===== src/rtl/crcfr_pkg.sv =====
// Package for the CRC-checked frame receiver: frame constants, the result
// word type and the CRC-8 byte update. No dependencies.
`timescale 1ns / 1ps

package crcfr_pkg;

    localparam int unsigned FRAME_LEN   = 16;
    localparam int unsigned CRC_SPAN    = 15;
    localparam int unsigned POS_W       = 4;
    localparam logic [7:0]  CRC_POLY    = 8'h07;
    localparam logic [7:0]  ADDR_RESET  = 8'd178;
    localparam logic [POS_W-1:0] POS_HUNT  = 4'd0;
    localparam logic [POS_W-1:0] POS_CHECK = 4'(CRC_SPAN);

    typedef logic [7:0] byte_t;

    typedef struct packed {
        logic [7:0]  frame_flags;
        logic [7:0]  command;
        logic [7:0]  param_address;
        logic [63:0] payload_low;
        logic [23:0] payload_high;
    } result_t;

    // One byte through CRC-8, polynomial 0x07, MSB first.
    function automatic logic [7:0] crc8_feed(input logic [7:0] crc, input logic [7:0] b);
        logic [7:0] c;
        c = crc ^ b;
        for (int i = 0; i < 8; i++) begin
            if (c[7]) begin
                c = {c[6:0], 1'b0} ^ CRC_POLY;
            end else begin
                c = {c[6:0], 1'b0};
            end
        end
        return c;
    endfunction

endpackage


===== src/rtl/crc_checked_frame_receiver_core.sv =====
// Top level of the CRC-checked frame receiver: input register, address
// register, frame tracking and result register. Depends on crcfr_pkg,
// crcfr_frame_ctrl and crcfr_out_reg.
`timescale 1ns / 1ps

// Channel   | Direction | Ports                          | Word
// ----------+-----------+--------------------------------+---------------------------
// input     | in        | s_valid, s_ready, s_rx_byte    | one received byte
// result    | out       | m_valid, m_ready, m_*          | fields of one good frame
// config    | in        | cfg_valid, cfg_ready, cfg_device_address | device address
//
// One byte is accepted per cycle unless the input stalls. A good frame
// passes the input register and the frame check into the result register.
// The frame check and the CRC update take one byte per cycle while the
// result register is free. Synchronous active-low reset clears position,
// CRC, valid flags and sets the address to 178. A stalled result stalls
// the input only once the input register is also full.

module crc_checked_frame_receiver_core (
    input  logic        aclk,
    input  logic        aresetn,
    input  logic        s_valid,
    output logic        s_ready,
    input  logic [7:0]  s_rx_byte,
    output logic        m_valid,
    input  logic        m_ready,
    output logic [7:0]  m_frame_flags,
    output logic [7:0]  m_command,
    output logic [7:0]  m_param_address,
    output logic [63:0] m_payload_low,
    output logic [23:0] m_payload_high,
    input  logic        cfg_valid,
    output logic        cfg_ready,
    input  logic [7:0]  cfg_device_address
);

    logic               in_valid_reg, in_valid_next;
    logic [7:0]         in_byte_reg;
    logic [7:0]         addr_reg;
    logic               advance;
    logic               out_free;
    logic               res_valid;
    crcfr_pkg::result_t res;
    crcfr_pkg::result_t res_out;

    assign cfg_ready     = 1'b1;
    assign advance       = in_valid_reg && out_free;
    assign s_ready       = !in_valid_reg || advance;
    assign in_valid_next = (s_valid && s_ready) || (in_valid_reg && !advance);

    always_ff @(posedge aclk) begin
        if (!aresetn) begin
            in_valid_reg <= 1'b0;
            addr_reg     <= crcfr_pkg::ADDR_RESET;
        end else begin
            in_valid_reg <= in_valid_next;
            if (cfg_valid && cfg_ready) begin
                addr_reg <= cfg_device_address;
            end
        end
    end

    always_ff @(posedge aclk) begin
        if (s_valid && s_ready) begin
            in_byte_reg <= s_rx_byte;
        end
    end

    crcfr_frame_ctrl u_frame_ctrl (
        .aclk           (aclk),
        .aresetn        (aresetn),
        .byte_valid     (advance),
        .rx_byte        (in_byte_reg),
        .device_address (addr_reg),
        .res_valid      (res_valid),
        .res            (res)
    );

    crcfr_out_reg u_out_reg (
        .aclk     (aclk),
        .aresetn  (aresetn),
        .load     (res_valid),
        .res      (res),
        .m_ready  (m_ready),
        .m_valid  (m_valid),
        .out_free (out_free),
        .res_out  (res_out)
    );

    assign m_frame_flags   = res_out.frame_flags;
    assign m_command       = res_out.command;
    assign m_param_address = res_out.param_address;
    assign m_payload_low   = res_out.payload_low;
    assign m_payload_high  = res_out.payload_high;

endmodule


===== src/rtl/crcfr_frame_ctrl.sv =====
// Frame tracking: byte position, running CRC and the shift line that holds
// frame bytes 0 to 14. Depends on crcfr_pkg.
`timescale 1ns / 1ps

module crcfr_frame_ctrl (
    input  logic                 aclk,
    input  logic                 aresetn,
    input  logic                 byte_valid,
    input  logic [7:0]           rx_byte,
    input  logic [7:0]           device_address,
    output logic                 res_valid,
    output crcfr_pkg::result_t   res
);

    logic [crcfr_pkg::POS_W-1:0] pos_reg, pos_next;
    logic [7:0]                  crc_reg, crc_next;
    // Newest byte sits at index 0; after 15 bytes frame byte k is at 14-k.
    crcfr_pkg::byte_t            store_reg [crcfr_pkg::CRC_SPAN];
    logic                        shift_en;

    always_comb begin
        pos_next  = pos_reg;
        crc_next  = crc_reg;
        shift_en  = 1'b0;
        res_valid = 1'b0;
        if (byte_valid) begin
            if (pos_reg == crcfr_pkg::POS_HUNT) begin
                if (rx_byte == device_address) begin
                    shift_en = 1'b1;
                    crc_next = crcfr_pkg::crc8_feed(8'd0, rx_byte);
                    pos_next = pos_reg + 4'd1;
                end
            end else if (pos_reg != crcfr_pkg::POS_CHECK) begin
                shift_en = 1'b1;
                crc_next = crcfr_pkg::crc8_feed(crc_reg, rx_byte);
                pos_next = pos_reg + 4'd1;
            end else begin
                // The address is checked again in case it changed mid-frame.
                res_valid = (crc_reg == rx_byte) && (store_reg[14] == device_address);
                crc_next  = 8'd0;
                pos_next  = crcfr_pkg::POS_HUNT;
            end
        end
    end

    always_ff @(posedge aclk) begin
        if (!aresetn) begin
            pos_reg <= crcfr_pkg::POS_HUNT;
            crc_reg <= 8'd0;
        end else begin
            pos_reg <= pos_next;
            crc_reg <= crc_next;
        end
    end

    always_ff @(posedge aclk) begin
        if (shift_en) begin
            store_reg[0] <= rx_byte;
            for (int i = 1; i < crcfr_pkg::CRC_SPAN; i++) begin
                store_reg[i] <= store_reg[i-1];
            end
        end
    end

    always_comb begin
        res.frame_flags   = store_reg[13];
        res.command       = store_reg[12];
        res.param_address = store_reg[11];
        res.payload_low   = {store_reg[10], store_reg[9], store_reg[8], store_reg[7],
                             store_reg[6], store_reg[5], store_reg[4], store_reg[3]};
        res.payload_high  = {store_reg[2], store_reg[1], store_reg[0]};
    end

endmodule


===== src/rtl/crcfr_out_reg.sv =====
// Result register: holds one accepted frame until the result channel takes
// it. Depends on crcfr_pkg.
`timescale 1ns / 1ps

module crcfr_out_reg (
    input  logic                 aclk,
    input  logic                 aresetn,
    input  logic                 load,
    input  crcfr_pkg::result_t   res,
    input  logic                 m_ready,
    output logic                 m_valid,
    output logic                 out_free,
    output crcfr_pkg::result_t   res_out
);

    logic               valid_reg, valid_next;
    crcfr_pkg::result_t res_reg;

    assign out_free   = !valid_reg || m_ready;
    assign valid_next = load || (valid_reg && !m_ready);
    assign m_valid    = valid_reg;
    assign res_out    = res_reg;

    always_ff @(posedge aclk) begin
        if (!aresetn) begin
            valid_reg <= 1'b0;
        end else begin
            valid_reg <= valid_next;
        end
    end

    always_ff @(posedge aclk) begin
        if (load) begin
            res_reg <= res;
        end
    end

endmodule


===== config.mk =====
export PLATFORM = sky130hd
export DESIGN_NAME = crc_checked_frame_receiver_core
export DESIGN_NICKNAME = d
export VERILOG_FILES = /design/src/rtl/crcfr_pkg.sv /design/src/rtl/crc_checked_frame_receiver_core.sv /design/src/rtl/crcfr_frame_ctrl.sv /design/src/rtl/crcfr_out_reg.sv
export SDC_FILE = /design/constraint.sdc
export NUM_CORES = 1
export LEC_CHECK = 0
export BUFFER_PORTS_ARGS = -buffer_cell sky130_fd_sc_hd__buf_2
export CELL_PAD_IN_SITES_DETAIL_PLACEMENT = 0
export CELL_PAD_IN_SITES_GLOBAL_PLACEMENT = 2
export CORE_AREA = 2 2 163 165
export DETAILED_ROUTE_END_ITERATION = 6
export DIE_AREA = 0 0 165 167
export GPL_TIMING_DRIVEN = 0
export PLACE_DENSITY_LB_ADDON = 0.1
export RECOVER_POWER = 50
export SLEW_MARGIN = 30
export SYNTH_ARGS = -nofsm -noshare
export SYNTH_HDL_FRONTEND = slang
export SYNTH_SLANG_ARGS = --single-unit

===== constraint.sdc =====
create_clock -name aclk -period 7.7 [get_ports aclk]
set_input_delay 1.155 -clock aclk [delete_from_list [all_inputs] [get_ports aclk]]
set_output_delay 1.155 -clock aclk [all_outputs]
set_load 0.005 [all_outputs]

==> results by group <==
Route
  • Routed len/inst: 17.4 µm
  • First-pass detailed-route iteration total: 4
  • DR vias/cell: around 4.5
  • Drt total wl: 16.8 mm
  • Initial DRC Count: around 250
  • DRC: 0
  • Post-route ant nets: 0
  • Vias: between 4000 and 5000

Setup path
  • Critical path class: flip-flop to flip-flop
  • Critical path's top delay family: simple AND/OR/NAND/NOR gates
  • Crit-path most repeated cell: buf_16
  • Crit path cell chain: xnor2_1, nand4_1, o21ai_0, nand2_1, nor2_4, buf_16, buf_16, buf_8
  • Master of the slowest instance on the critical path: o21ai_0
  • Setup crit start kind: flip-flop
  • Worst Path Arrival: between 4 and 5 ns
  • CP endpoint kind: flip-flop
  • Critical Path RT: between 7 and 8 ns
  • Critical path fanouts, max: 22
  • Bufs and invs on worst path: 3
  • CP peak stage delay: about 1.1 ns

Synth
  • Netlist cell types: 47
  • Syn_area_per_cell: approximately 21 µm²
  • Mapped Area: around 0.0090 mm²
  • FFs w/ async S/R, synth: 0
  • Top cell type's share of synthesized area: 0.805
  • Post-synth EDFFs: 240
  • Top-count cell post-synth: edfxtp_1
  • Ys Warns: 0
  • Synth top cells by count: 240 x edfxtp_1, 28 x xnor2_1, 22 x dfxtp_1, 13 x nor2_1, 13 x xor2_1
  • Net count after synthesis: between 400 and 500
  • Syn Inst Count: 430
  • Yosys top cell by area: edfxtp_1
  • Seq/Total Area, Yosys: 0.854
  • Synth Register Bits: between 200 and 300
  • Synth top area cells: edfxtp_1 80%, dfxtp_1 4.9%, xnor2_1 2.7%
  • Most used flip-flop cell after synthesis: edfxtp_1

Global routing
  • Vias in the first global route: 4367
  • Largest net degree at the start of global routing: 23
  • Met3 usage: 0.0423
  • First-pass GRT wire length: between 20 and 30 mm
  • Gr busiest metal: met2
  • M2 GR Usage: 0.177
  • Antenna violations before repair: 3
  • GRT Residual Overflow: 0
  • GRT Total Usage: 0.122
  • Met1 Use GR: 0.173

Clock tree
  • Hold-fix buffers at CTS: 0
  • Worst-case clock buffer depth: 3
  • Post-CTS Setup Inserts: 0
  • Worst-path clk slew: 0.06 ns
  • Skew-Pair Late Insertion Delay: ~0.54 ns
  • # clock sinks: 262
  • H-tree Lvls: 1
  • CTS root buf: clkbuf_16
  • Post-CTS Resized: 0
  • TritonCTS clock tree: done
  • Num CTS Buffers: 28

Placed design
  • Post-placement cell area: between 0.01 and 0.015 mm²
  • Gpl congestion: approximately 0.76
  • Port Buffer Count: approximately 130
  • Detail Placement HPWL: ~11 mm

Pwr
  • VDD IR max: 0.159 mV
  • Leak: roughly 4 nW
  • Cell Pwr Density: 262 mW/mm²

Timing
  • Final Hold Viols: 0
  • Minimum clock period: roughly 3.8 ns
  • F_max: 0.262 GHz
  • Hold_ws: about 0.44 ns
  • Worst-Margin Slew: about 1.4 ns
  • Final setup viols: 0
  • Max Slew Vio Count: 0
  • Final period utilization: 0.496
  • Slew HR: 0.0852
  • RSZ-0062 raised after global routing: no
  • Clk_skew: between 0.015 and 0.02 ns

Layout
  • Final net count: between 600 and 700
  • Layout cells sized above 1: 0.305
  • Final Instance Area: 0.0112 mm²
  • Max reg flops: between 100 and 150
  • Final core occ: 0.434
  • Layout area overhead: 25.0%

Die
  • Site Rows: between 50 and 60
  • Die height: between 150 and 200 µm
  • Die W: ~170 µm
  • Top-Level Pins: about 140
  • Core Area: about 0.026 mm²
  • Initial Utilization: 0.348
  • Die area: ~0.028 mm²

Job
  • Max-cap violations: 0

Worst hold path
  • Worst min-delay path category: flip-flop to flip-flop

Status
  • Status: complete, no violations
[logic make-up (layout without fill, tap and decap cells)]
kind of cell,Yosys count,in the layout,share of synthesized area
AO/OA/AOI/OAI,39,39,0.0310
XOR/XNOR,47,47,0.0545
buffers and inverters,20,220,0.0143
other,1,3,0.000419
AND/OR/NAND/NOR,48,48,0.0298
flip-flops,262,262,0.854
multiplexers,8,8,0.00894
adder cells (fa/ha/maj),5,5,0.00699
[worst paths after layout]
path,slack (ns),startpoint,depth (start not counted),end
hold reg to reg,0.44,u_frame_ctrl.store_reg[1][3],0,u_frame_ctrl.store_reg[2][3]
setup reg to reg,3.88,in_byte_reg[2],8,u_frame_ctrl.store_reg[12][1]
setup / recovery,3.88,in_byte_reg[2],8,u_frame_ctrl.store_reg[12][1]
hold / removal,0.44,u_frame_ctrl.store_reg[1][3],0,u_frame_ctrl.store_reg[2][3]
[report_power, final]
part | switching, mW | leakage [nW] | internal [mW]
sequential | 0.00700 | 2.34 | 1.54
clock | 0.532 | 0.444 | 0.770
combinational | 0.0441 | 1.10 | 0.0431
[worst reg2reg max path, delay by kind of cell, from the launching register on]
kind                      cells  cell delay [ns]
AOI/OAI and AO/OA             1             1.06
and+or+nand+nor               3             1.06
buffers and inverters         3             0.61
DFF                           1             0.54
xor gates and xnor gates      1             0.24
[final cells by class]
type                            count  area (µm²)
Fill cell                        2304       14600
Timing Repair Buffer              149         920
Clock buffer                       34         723
Clock inverter                     17         178
Multi-Input combinational cell    148        1180
Tap cell                          335         419
Buffer                             15         101
Inverter                            5        18.8
Sequential cell                   262        7650
Antenna cell                        2        5.00
[stage by stage]
step / std cells / TNS, ns / setup slack (ns) / total power, mW
final: 967 / 0 / 3.88 / 2.94
after global routing: 965 / 0 / 3.51 / 3.05
after CTS: 965 / 0 / 4.54 / 2.98
after detailed placement: 914 / 0 / 4.31 / 1.67
after global placement: 898 / -445.91 / -2.42 / 1.67
after floorplan: 430 / 0 / 0.615 / 1.64
[per-layer routing]
layer  wire, µm  up-vias
li1           -     2031
met1       7690     2096
met2       7170      146
met3       1400       39
met4        539        2
met5          7        -
[layout by cell type (no fill, tap or decap), drive strengths merged, types with 2 or more instances in the layout]
cell type / Yosys / final
clkinv: 0 / 13
a22oi: 2 / 2
inv: 5 / 6
nand3: 3 / 3
a2bb2oi: 2 / 2
nand2b: 2 / 2
nand4: 7 / 7
nor2b: 2 / 2
nand2: 11 / 11
nor4: 3 / 3
o221a: 2 / 2
buf: 10 / 145
ha: 5 / 5
xor2: 13 / 13
o21a: 2 / 2
diode: 0 / 2
dfxtp: 22 / 22
edfxtp: 240 / 240
xnor2: 31 / 31
clkbuf: 5 / 53
a211o: 3 / 3
a311oi: 3 / 3
mux2i: 8 / 8
o211ai: 3 / 3
a21oi: 10 / 10
or4: 2 / 2
xnor3: 2 / 2
o21ai: 7 / 7
nor2: 13 / 13
bufinv: 0 / 3
Power figures use the tool's default switching activity.
